`config.mk`:
```
export PLATFORM = sky130hd
export DESIGN_NAME = camera_stream_fault_monitor
export DESIGN_NICKNAME = d
export VERILOG_FILES = /design/src/csfm_pkg.sv /design/src/csfm_front.sv /design/src/csfm_back.sv /design/src/camera_stream_fault_monitor.sv
export SDC_FILE = /design/constraint.sdc
export NUM_CORES = 1
export LEC_CHECK = 0
export BUFFER_PORTS_ARGS = -buffer_cell sky130_fd_sc_hd__buf_4
export CAP_MARGIN = 30
export CORE_ASPECT_RATIO = 1.2
export CORE_MARGIN = 4
export CORE_UTILIZATION = 48
export CTS_CLUSTER_DIAMETER = 60
export DETAILED_ROUTE_END_ITERATION = 10
export PLACE_DENSITY = 0.65
export SLEW_MARGIN = 20
export SYNTH_ARGS = -nofsm -noshare
export SYNTH_HDL_FRONTEND = slang
export SYNTH_SLANG_ARGS = --single-unit
export TNS_END_PERCENT = 1
```
`constraint.sdc`:
```
create_clock -name clk -period 8.6 [get_ports clk]
set_clock_uncertainty 0.05 [all_clocks]
set_input_delay 0.43 -clock clk [delete_from_list [all_inputs] [get_ports clk]]
set_output_delay 0.43 -clock clk [all_outputs]
set_load 0.1 [all_outputs]
```
`src/csfm_pkg.sv`:
```
// csfm_pkg: shared types and constants for the camera stream fault monitor.
// No dependencies; used by every module under src.
package csfm_pkg;

  localparam int CHANNELS  = 4;
  localparam int CH_IDX_W  = (CHANNELS > 1) ? $clog2(CHANNELS) : 1;
  localparam int SHOWN_CH  = (CHANNELS < 4) ? CHANNELS : 4;

  // Fault codes
  localparam logic [1:0] FC_NONE        = 2'd0;
  localparam logic [1:0] FC_INTERRUPTED = 2'd1;
  localparam logic [1:0] FC_LOW_RATE    = 2'd2;

  // Operation codes on the input beat
  localparam logic [1:0] OP_FRAME = 2'd0;
  localparam logic [1:0] OP_CHECK = 2'd1;
  localparam logic [1:0] OP_START = 2'd2;
  localparam logic [1:0] OP_STOP  = 2'd3;

  // Configuration register indexes
  localparam logic [1:0] REG_TIMEOUT  = 2'd0;
  localparam logic [1:0] REG_WINDOW   = 2'd1;
  localparam logic [1:0] REG_MIN_FRMS = 2'd2;

  localparam logic [15:0] TIMEOUT_RST  = 16'd2000;
  localparam logic [15:0] WINDOW_RST   = 16'd1000;
  localparam logic [15:0] MIN_FRMS_RST = 16'd10;

  localparam int QUEUE_DEPTH = 2;

  typedef struct packed {
    logic [1:0]  operation;
    logic [1:0]  channel;
    logic [31:0] time_ms;
  } in_t;

  typedef struct packed {
    logic [7:0] fault_codes;
    logic       changed;
  } out_t;

  // Classified command handed from front to back
  typedef struct packed {
    logic [1:0]          kind;
    logic                ch_ok;
    logic [CH_IDX_W-1:0] ch;
    logic [31:0]         time_ms;
  } cmd_t;

endpackage

```
`src/csfm_front.sv`:
```
// csfm_front: accepts event beats, classifies them and queues them for the back end.
// Depends on csfm_pkg.
module csfm_front (
  input  logic          clk,
  input  logic          rst_n,
  input  logic          start,
  output logic          busy,
  input  csfm_pkg::in_t in_data,
  output logic          cmd_valid,
  output csfm_pkg::cmd_t cmd,
  input  logic          cmd_pop
);
  import csfm_pkg::*;

  localparam int PTR_W = (QUEUE_DEPTH > 1) ? $clog2(QUEUE_DEPTH) : 1;
  localparam int CNT_W = $clog2(QUEUE_DEPTH + 1);

  cmd_t             q_mem [QUEUE_DEPTH];
  logic [PTR_W-1:0] wr_ptr_r, wr_ptr_nxt;
  logic [PTR_W-1:0] rd_ptr_r, rd_ptr_nxt;
  logic [CNT_W-1:0] count_r, count_nxt;
  logic             push;
  cmd_t             cls;

  // classify: a frame on a channel beyond the channel count is flagged here
  always_comb begin
    cls.kind    = in_data.operation;
    cls.ch_ok   = (32'(in_data.channel) < CHANNELS);
    cls.ch      = CH_IDX_W'(in_data.channel);
    cls.time_ms = in_data.time_ms;
  end

  assign busy      = (count_r == CNT_W'(QUEUE_DEPTH));
  assign push      = start && !busy;
  assign cmd_valid = (count_r != '0);
  assign cmd       = q_mem[rd_ptr_r];

  always_comb begin
    wr_ptr_nxt = wr_ptr_r;
    rd_ptr_nxt = rd_ptr_r;
    count_nxt  = count_r;
    if (push) begin
      wr_ptr_nxt = (wr_ptr_r == PTR_W'(QUEUE_DEPTH - 1)) ? '0 : wr_ptr_r + 1'b1;
    end
    if (cmd_pop) begin
      rd_ptr_nxt = (rd_ptr_r == PTR_W'(QUEUE_DEPTH - 1)) ? '0 : rd_ptr_r + 1'b1;
    end
    if (push && !cmd_pop) begin
      count_nxt = count_r + 1'b1;
    end else if (!push && cmd_pop) begin
      count_nxt = count_r - 1'b1;
    end
  end

  always_ff @(posedge clk) begin
    if (push) begin
      q_mem[wr_ptr_r] <= cls;
    end
  end

  always_ff @(posedge clk) begin
    if (!rst_n) begin
      wr_ptr_r <= '0;
      rd_ptr_r <= '0;
      count_r  <= '0;
    end else begin
      wr_ptr_r <= wr_ptr_nxt;
      rd_ptr_r <= rd_ptr_nxt;
      count_r  <= count_nxt;
    end
  end

endmodule

```
`src/csfm_back.sv`:
```
// csfm_back: holds monitor and per-channel state, executes queued commands.
// Checks visit one channel per cycle. Depends on csfm_pkg.
module csfm_back (
  input  logic           clk,
  input  logic           rst_n,
  input  logic           cmd_valid,
  input  csfm_pkg::cmd_t cmd,
  output logic           cmd_pop,
  input  logic           cfg_we,
  input  logic [1:0]     cfg_index,
  input  logic [15:0]    cfg_data,
  output logic           out_strobe,
  output csfm_pkg::out_t out_data
);
  import csfm_pkg::*;

  localparam logic S_IDLE  = 1'b0;
  localparam logic S_CHECK = 1'b1;

  logic [15:0] timeout_r, window_r, min_frms_r;

  logic        state_r, state_nxt;
  logic [CH_IDX_W-1:0] cnt_r, cnt_nxt;
  logic        acc_r, acc_nxt;
  logic [31:0] now_r, now_nxt;
  logic [31:0] since_start_r, since_start_nxt;
  logic        strobe_r, strobe_nxt;
  logic        chg_r, chg_nxt;

  logic        active_r, active_nxt;
  logic [31:0] mon_since_r, mon_since_nxt;
  logic [1:0]  fcode_r [CHANNELS];
  logic [1:0]  fcode_nxt [CHANNELS];
  logic        has_frm_r [CHANNELS];
  logic        has_frm_nxt [CHANNELS];
  logic [31:0] last_r [CHANNELS];
  logic [31:0] last_nxt [CHANNELS];
  logic [31:0] wstart_r [CHANNELS];
  logic [31:0] wstart_nxt [CHANNELS];
  logic [15:0] fcount_r [CHANNELS];
  logic [15:0] fcount_nxt [CHANNELS];

  logic        any_fault;
  logic [31:0] gap, win;
  logic        ch_chg;
  logic [1:0]  new_code;

  always_comb begin
    any_fault = 1'b0;
    for (int i = 0; i < CHANNELS; i++) begin
      if (fcode_r[i] != FC_NONE) any_fault = 1'b1;
    end
  end

  // visited channel's differences
  assign gap = now_r - last_r[cnt_r];
  assign win = now_r - wstart_r[cnt_r];

  always_comb begin
    state_nxt       = state_r;
    cnt_nxt         = cnt_r;
    acc_nxt         = acc_r;
    now_nxt         = now_r;
    since_start_nxt = since_start_r;
    strobe_nxt      = 1'b0;
    chg_nxt         = chg_r;
    active_nxt      = active_r;
    mon_since_nxt   = mon_since_r;
    fcode_nxt       = fcode_r;
    has_frm_nxt     = has_frm_r;
    last_nxt        = last_r;
    wstart_nxt      = wstart_r;
    fcount_nxt      = fcount_r;
    cmd_pop         = 1'b0;
    ch_chg          = 1'b0;
    new_code        = fcode_r[cnt_r];

    case (state_r)
      S_IDLE: begin
        if (cmd_valid) begin
          cmd_pop = 1'b1;
          case (cmd.kind)
            OP_FRAME: begin
              strobe_nxt = 1'b1;
              chg_nxt    = 1'b0;
              if (active_r && cmd.ch_ok) begin
                last_nxt[cmd.ch]    = cmd.time_ms;
                has_frm_nxt[cmd.ch] = 1'b1;
                if (fcount_r[cmd.ch] != 16'hFFFF) begin
                  fcount_nxt[cmd.ch] = fcount_r[cmd.ch] + 16'd1;
                end
                if (fcode_r[cmd.ch] == FC_INTERRUPTED) begin
                  fcode_nxt[cmd.ch] = FC_NONE;
                  chg_nxt           = 1'b1;
                end
              end
            end
            OP_CHECK: begin
              if (active_r) begin
                state_nxt       = S_CHECK;
                cnt_nxt         = '0;
                acc_nxt         = 1'b0;
                now_nxt         = cmd.time_ms;
                since_start_nxt = (mon_since_r != '0) ? cmd.time_ms - mon_since_r : '0;
              end else begin
                strobe_nxt = 1'b1;
                chg_nxt    = 1'b0;
              end
            end
            OP_START, OP_STOP: begin
              for (int i = 0; i < CHANNELS; i++) begin
                fcode_nxt[i]   = FC_NONE;
                has_frm_nxt[i] = 1'b0;
                last_nxt[i]    = '0;
                wstart_nxt[i]  = '0;
                fcount_nxt[i]  = '0;
              end
              strobe_nxt = 1'b1;
              if (cmd.kind == OP_START) begin
                chg_nxt       = any_fault;
                mon_since_nxt = cmd.time_ms;
                active_nxt    = 1'b1;
              end else begin
                chg_nxt       = 1'b1;
                mon_since_nxt = '0;
                active_nxt    = 1'b0;
              end
            end
            default: ;
          endcase
        end
      end
      S_CHECK: begin
        if (!has_frm_r[cnt_r]) begin
          if (since_start_r > {16'd0, timeout_r}) new_code = FC_INTERRUPTED;
        end else if (fcode_r[cnt_r] != FC_INTERRUPTED) begin
          if (gap > {16'd0, timeout_r}) begin
            new_code = FC_INTERRUPTED;
          end else if (wstart_r[cnt_r] == '0) begin
            // window unset: open it now
            wstart_nxt[cnt_r] = now_r;
            if (fcount_r[cnt_r] == '0) fcount_nxt[cnt_r] = 16'd1;
          end else if (win >= {16'd0, window_r}) begin
            if (fcount_r[cnt_r] < min_frms_r) begin
              new_code = FC_LOW_RATE;
            end else if (fcode_r[cnt_r] == FC_LOW_RATE) begin
              new_code = FC_NONE;
            end
            wstart_nxt[cnt_r] = now_r;
            fcount_nxt[cnt_r] = '0;
          end
        end
        fcode_nxt[cnt_r] = new_code;
        ch_chg           = (new_code != fcode_r[cnt_r]);
        acc_nxt          = acc_r | ch_chg;
        if (cnt_r == CH_IDX_W'(CHANNELS - 1)) begin
          state_nxt  = S_IDLE;
          strobe_nxt = 1'b1;
          chg_nxt    = acc_r | ch_chg;
        end else begin
          cnt_nxt = cnt_r + 1'b1;
        end
      end
      default: state_nxt = S_IDLE;
    endcase
  end

  always_comb begin
    out_data.fault_codes = '0;
    for (int i = 0; i < SHOWN_CH; i++) begin
      out_data.fault_codes[2*i +: 2] = fcode_r[i];
    end
    out_data.changed = chg_r;
  end
  assign out_strobe = strobe_r;

  always_ff @(posedge clk) begin
    if (!rst_n) begin
      timeout_r  <= TIMEOUT_RST;
      window_r   <= WINDOW_RST;
      min_frms_r <= MIN_FRMS_RST;
    end else if (cfg_we) begin
      case (cfg_index)
        REG_TIMEOUT:  timeout_r  <= cfg_data;
        REG_WINDOW:   window_r   <= cfg_data;
        REG_MIN_FRMS: min_frms_r <= cfg_data;
        default: ;
      endcase
    end
  end

  always_ff @(posedge clk) begin
    if (!rst_n) begin
      state_r     <= S_IDLE;
      cnt_r       <= '0;
      acc_r       <= 1'b0;
      strobe_r    <= 1'b0;
      chg_r       <= 1'b0;
      active_r    <= 1'b0;
      mon_since_r <= '0;
      for (int i = 0; i < CHANNELS; i++) begin
        fcode_r[i]   <= FC_NONE;
        has_frm_r[i] <= 1'b0;
        last_r[i]    <= '0;
        wstart_r[i]  <= '0;
        fcount_r[i]  <= '0;
      end
    end else begin
      state_r     <= state_nxt;
      cnt_r       <= cnt_nxt;
      acc_r       <= acc_nxt;
      strobe_r    <= strobe_nxt;
      chg_r       <= chg_nxt;
      active_r    <= active_nxt;
      mon_since_r <= mon_since_nxt;
      fcode_r     <= fcode_nxt;
      has_frm_r   <= has_frm_nxt;
      last_r      <= last_nxt;
      wstart_r    <= wstart_nxt;
      fcount_r    <= fcount_nxt;
    end
  end

  always_ff @(posedge clk) begin
    now_r         <= now_nxt;
    since_start_r <= since_start_nxt;
  end

endmodule

```
`src/camera_stream_fault_monitor.sv`:
```
// camera_stream_fault_monitor: per-channel video stream watchdog, top level.
// Instantiates csfm_front and csfm_back; depends on csfm_pkg.
//
//   channel | ports                              | beat taken when
//   --------+------------------------------------+-----------------------------
//   input   | start, busy, in_data               | start high, busy low
//   result  | out_strobe, out_data               | out_strobe high (one cycle)
//   config  | cfg_we, cfg_index, cfg_data        | cfg_we high
//
// Order: a taken beat is registered in the queue before the back end sees it. A frame,
//   start or stop beat is executed as the back end pops it; a check on an armed
//   monitor is dispatched first, then visits one channel per cycle.
//   The strobe is registered: it rises the cycle after the last back-end cycle.
// Stalls: a two-beat queue sits between front and back; busy rises when it is full.
//   The receiver cannot stall: each result is shown for exactly one cycle.
// Reset: synchronous, active low; clears queue, monitor and all channel state,
//   and loads the register defaults.
module camera_stream_fault_monitor (
  input  logic           clk,
  input  logic           rst_n,
  input  logic           start,
  output logic           busy,
  input  csfm_pkg::in_t  in_data,
  output logic           out_strobe,
  output csfm_pkg::out_t out_data,
  input  logic           cfg_we,
  input  logic [1:0]     cfg_index,
  input  logic [15:0]    cfg_data
);
  import csfm_pkg::*;

  logic cmd_valid;
  logic cmd_pop;
  cmd_t cmd;

  // front: accept and classify beats, queue them
  csfm_front u_front (
    .clk       (clk),
    .rst_n     (rst_n),
    .start     (start),
    .busy      (busy),
    .in_data   (in_data),
    .cmd_valid (cmd_valid),
    .cmd       (cmd),
    .cmd_pop   (cmd_pop)
  );

  // back: state update, channel visits, result register
  csfm_back u_back (
    .clk        (clk),
    .rst_n      (rst_n),
    .cmd_valid  (cmd_valid),
    .cmd        (cmd),
    .cmd_pop    (cmd_pop),
    .cfg_we     (cfg_we),
    .cfg_index  (cfg_index),
    .cfg_data   (cfg_data),
    .out_strobe (out_strobe),
    .out_data   (out_data)
  );

endmodule

```
Yosys cells after proc, flatten, opt, wreduce, memory -nomap -nowiden
Memories as Yosys holds them, arrays and structs flattened. A register that Yosys moved wholly into a read port is not among the register bits.
Cells that the tools add are included.
Storage, ports and cells
  bits in registers: 487
  latch bits: 0
  RAM bits: 72
  bits in read-only memories: 0
  input port bits: 58
  output and inout bits: 11
  word-level logic and storage cells: 248
  memories kept: 1
Memory list
  u_front.q_mem: words 2, bits a word 36, read ports 1, clocked after Yosys merged registers in 1, wr ports 1, RTL line csfm_front.sv:18  | cmd_t q_mem [QUEUE_DEPTH];
Operators by class
  add/subtract/negate cells: 9
  multiply operators: 0
  divide/modulo/power cells: 0
  magnitude comparators: 8
  equal/unequal tests: 29
  shift operators: 0
  mux-type cells: 119
  bitwise gates (word level): 12
  reduce and logical (&&, ||, !) cells: 35
Operators by type and width (number)
  $mux 128: 8
  $mux 64: 9
  $pmux 128 s2: 2
  $bwmux 128: 2
  $pmux 64 s2: 2
  $mux 32: 7
  $bmux 32 s2: 2
  $demux 32 s2: 2
  $mux 16: 6
  $sub 32x32->32: 3
  $and 64x64->64: 1
  $bmux 16 s2: 2
  $bwmux 64: 1
  $demux 16 s2: 2
  $gt 32x16->1: 2
  $not 64->64: 1
  $and 60x60->60: 1
  $not 60->60: 1
  $mux 2: 21
  $ge 32x16->1: 1
  $logic_not 32->1: 1
  $mux 1: 32
  $pmux 8 s2: 2
  $reduce_bool 32->1: 1
  45 further kinds: 100

Depth between registers and ports, before layout
  depth after elaboration: 17
  gate-level depth with buffers: 33
  depth with buffers taken out: 24

Modules after synthesis
Synthesis repeated with hierarchy kept, for this count alone.
Unflattened totals
  cells, all modules: 3254
  area, all modules: 31442.7 um2
Modules (own cells, without submodules)
  csfm_back: times used 1, cells an instance 3115, area each 28587.4 um2, sequential area each 10309.9 um2
  csfm_front: times used 1, cells an instance 139, area each 2855.2 um2, sequential area each 2262.2 um2

Worst setup path before layout
Ideal clock, no wire load.
  path kind: register to register
  start: register u_back.cnt_r[0]
  end: register u_back.wstart_r[10] (netlist name)
  setup time: 0.072 ns
  data arrival time: 7.225 ns
  required time: 8.478 ns
  path slack: 1.253 ns
  stages on the path, launching flop included: 32
  path buffers: 8
  clock period less this slack: 7.347 ns
  cell sequence: dfxtp_1 -> clkbuf_1 -> buf_2 -> buf_2 -> buf_1 -> clkbuf_1 -> clkbuf_1 -> mux4_2 -> inv_1 -> ha_1 -> nor2b_1 -> o31a_1 -> o21ai_0 -> and2_1 -> o21ai_0 -> and2_1 -> o21ai_0 -> nand2b_1 -> xor2_1 -> ha_1 -> nand4_1 -> nor4_1 -> nand4_1 -> a211oi_1 -> o2111ai_1 -> nor4_1 -> and4_1 -> buf_2 -> o21ai_2 -> nor2_1 -> buf_6 -> mux2i_1
Between the ends
  word-level cells in the longest chain between the ends: 12
  elaborated cells between the ends (all ways): 36
  those cells by class: add/sub: 2; order compare: 4; eq/ne: 5; mux: 21; bitwise: 1; reduce/logical: 3
RTL lines
  from (decl): RTL line csfm_back.sv:23  | logic [CH_IDX_W-1:0] cnt_r, cnt_nxt;
  from (signal assigned): RTL line csfm_back.sv:210  | cnt_r <= cnt_nxt;
  $not 2->3 (implied by the code) (*)
  branches (longest 11 deep; another with $sub 32x32->32)
  to (signal assigned): RTL line csfm_back.sv:219  | wstart_r <= wstart_nxt;
  to (decl): RTL line csfm_back.sv:38  | logic [31:0] wstart_r [CHANNELS];
Mark *: on every way between the ends. The select of a mux whose other input is x is not followed.
A chain may end at the register's enable or synchronous reset.

Worst setup path after layout
  start: register u_back.cnt_r[1]
  end: register u_back.wstart_r[110] (netlist name)
Same word-level chain as after synthesis.

==> results.json <==
{
  "cp_data_required_time_ns": 9.09,
  "clock.fmax_ghz": 0.129,
  "cp-start-kind": "flop",
  "syn_nets": 3422,
  "ios": 69,
  "utilization": 0.541,
  "final_cells": 4076,
  "cts_resized": 0,
  "synth_top_area_frac": 0.281,
  "relSlewSlack": 0.329,
  "async_flop_share": 0,
  "grt_pass1_wl_um": 135000,
  "gr-total-overflow": 0,
  "fin_crit_sh": 0.905,
  "cp-end-kind": "flop",
  "synth_ff_type": "dfxtp_1",
  "yosysMostFrequentCell": "dfxtp_1",
  "hold_buffers": 40,
  "avgSynthCellArea_um2": 9.45,
  "setup_viol": 0,
  "p_per_area_nw_per_um2": 237,
  "worstSetupPathType": "flop to flop",
  "antenna_found_initial": 2,
  "totalWireLength_um": 85100,
  "hpwlAfterDp_um": 60800,
  "crit_fanout": 41,
  "dieArea_um2": 67100,
  "post_drt_wl_per_cell_um": 20.9,
  "critPathMaxStageDelay_ns": 0.82,
  "drive_gt1_frac": 0.115,
  "max_cap_viol_count": 0,
  "hold_viol": 0,
  "port_buffers": 68,
  "leakagePower_nw": 12.7,
  "syn_area_um2": 30200,
  "core_area_um2": 62200,
  "numCtsBuffers": 58,
  "clock_latency_ns": 0.63,
  "antenna_left": 0,
  "yosysTopAreaCell": "dfxtp_1",
  "grt_util_all_layers": 0.248,
  "yosysUniqueCellTypes": 84,
  "ys_warn_count": 0,
  "fp.dieH_um": 283,
  "root_buffer": "clkbuf_16",
  "cts_num_sinks": 560,
  "area_delta_synth_final_pct": 11.3,
  "maxSlewViolCount": 0,
  "cp_slowest_cell": "or2_2",
  "arrival_ns": 8.27,
  "crit_chain": "buf_4 > mux4_2 > inv_1 > ha_1 > nand2_1 > a21oi_1 > o21ai_0 > a31oi_1 > a31oi_1 > o21ai_0 > xor2_1 > ha_1 > a221o_1 > nor3_1 > nand3_1 > a311oi_1 > nand3_1 > or4_1 > or4_1 > o21ai_2 > or2_2 > buf_4 > mux2i_1",
  "post-cts-setup-buffer-count": 0,
  "dpl.cell_count": 3920,
  "rows": 100,
  "period_minus_slack_ns": 7.78,
  "clockBufferDepth": 3,
  "gp_congestion": 0.947,
  "drtPass1Iterations": 6,
  "htree_levels": 2,
  "min_path_type": "input pin to flop",
  "syn_inst": 3197,
  "synth_edf_count": 136,
  "first_global_vias": 24600,
  "vias": 24800,
  "ys_top_cells_by_count": "dfxtp_1, nor2_1, nand2_1",
  "yosys-top-cells-area": "dfxtp_1, edfxtp_1, mux4_2",
  "drt_iter0_markers": 2023,
  "vias_per_cell": 6.09,
  "start_util": 0.486,
  "die_w_um": 237,
  "drc": 0,
  "rsz0062_at_grt": "no",
  "final_nets": 3433,
  "setup_tns_ns": 0,
  "yosys_register_bits": 560,
  "cts_tree": "done",
  "irDropWorstVdd_uv": 297,
  "fillers": 5447,
  "yosysSeqAreaShare": 0.416,
  "tightest_slew_ns": 1.01,
  "grt_max_degree": 111,
  "path_clk_slew_ns": 0.06,
  "outcome": "complete, no violations"
}
==> cells in the final DEF, fill, tap and decap left out, types with 15 or more instances in the layout <==
| cell type | count |
|---|---|
| dfxtp_1 | 421 |
| nor2_1 | 371 |
| nor4_1 | 35 |
| buf_4 | 94 |
| nor2b_1 | 17 |
| a21oi_1 | 138 |
| ha_1 | 164 |
| xnor2_1 | 45 |
| a21o_1 | 43 |
| inv_1 | 179 |
| nand4_1 | 27 |
| edfxtp_1 | 136 |
| nand2_1 | 317 |
| a31oi_1 | 147 |
| a211oi_1 | 15 |
| xor2_1 | 28 |
| mux4_2 | 99 |
| o21ai_0 | 71 |
| a22o_1 | 32 |
| nand3_1 | 164 |
| o211ai_1 | 30 |
| clkbuf_16 | 59 |
| o22ai_1 | 65 |
| dlygate4sd3_1 | 40 |
| nand2b_1 | 36 |
| mux2i_1 | 143 |
| o21a_1 | 21 |
| nor3_1 | 28 |
| mux2_2 | 31 |
==> cell type report <==
class	count	area, um2	share of cell area
Inverter	180	681	0.0202
Timing Repair Buffer	141	1240	0.0370
Sequential cell	560	12600	0.374
Multi-Input combinational cell	2267	16100	0.479
Clock inverter	30	358	0.0106
Clock buffer	80	1630	0.0483
Tap cell	816	1020	0.0304
Antenna cell	2	5.00	0.000149
==> where the power goes <==
part	leakage [nW]	internal, W	switching [W]
clock network	0.978	0.00153	0.00108
registers	4.68	0.00295	0.000106
logic	7.00	0.000768	0.00153
==> state kept, by name, summed over array words and instances (netlist names), 2 cells and up, named ones only <==
register              count
u_back.out_data           8
u_back.has_frm_r          4
u_front.count_r           2
u_back.last_r           128
u_back.wstart_r         128
u_back.timeout_r         16
u_back.cnt_r              2
u_back.mon_since_r       32
u_back.fcount_r          60
u_back.since_start_r     32
u_back.min_frms_r        16
u_back.window_r          16
u_front.q_mem            72
u_back.now_r             32
==> metal layers <==
layer | global-route usage | vias up | wire (um)
met5 | 0 | - | 0
met4 | 0.101 | 0 | 3460
met3 | 0.0377 | 194 | 4690
met2 | 0.430 | 815 | 41900
met1 | 0.311 | 12200 | 35100
li1 | - | 11600 | -
==> final timing paths <==
check | slack, ns | from | end | depth (start not counted)
setup / recovery | 0.82 | u_back.cnt_r[1] | u_back.wstart_r[110] | 23
hold reg to reg | 0.41 | u_back.min_frms_r[15] | u_back.min_frms_r[15] | 2
hold / removal | 0.03 | cfg_data[3] | u_back.min_frms_r[3] | 3
setup reg to reg | 0.82 | u_back.cnt_r[1] | u_back.wstart_r[110] | 23
==> metrics by stage <==
stage | total power, W | hold slack (ns) | instance area (um2) | setup slack, ns
6_report | 0.00796 | 0.0324 | 33600 | 0.819
5_1_grt | 0.00835 | 0.0207 | 33600 | 0.476
4_1_cts | 0.00798 | 0.0000893 | 33500 | 0.904
3_5_place_dp | 0.00536 | 0.398 | 31200 | 0.955
3_3_place_gp | 0.00529 | 0.391 | 31100 | 1.11
2_1_floorplan | 0.00471 | 0.382 | 30200 | 1.25
==> worst max-delay path, delay by kind of cell, from the launching register on <==
family	cells	cell delay, ns
AO/OA/AOI/OAI	8	2.09
XOR/XNOR	1	0.18
adder cells (fa/ha/maj)	2	0.63
buffers and inverters	3	1.05
flip-flops	1	0.61
multiplexers	2	0.59
AND/OR/NAND/NOR	7	2.43
==> logic make-up (layout without fill, tap and decap cells) <==
kind of cell | Yosys count | after routing | synth area share
and+or+nand+nor | 1096 | 1096 | 0.163
AOI/OAI and AO/OA | 655 | 655 | 0.143
DFF | 560 | 560 | 0.416
buffers and inverters | 370 | 431 | 0.0530
muxes | 276 | 276 | 0.134
adders and majority gates | 167 | 167 | 0.0699
xor gates and xnor gates | 73 | 73 | 0.0212
other | 0 | 2 | 0
No activity file was read; power rests on OpenSTA's default activity.
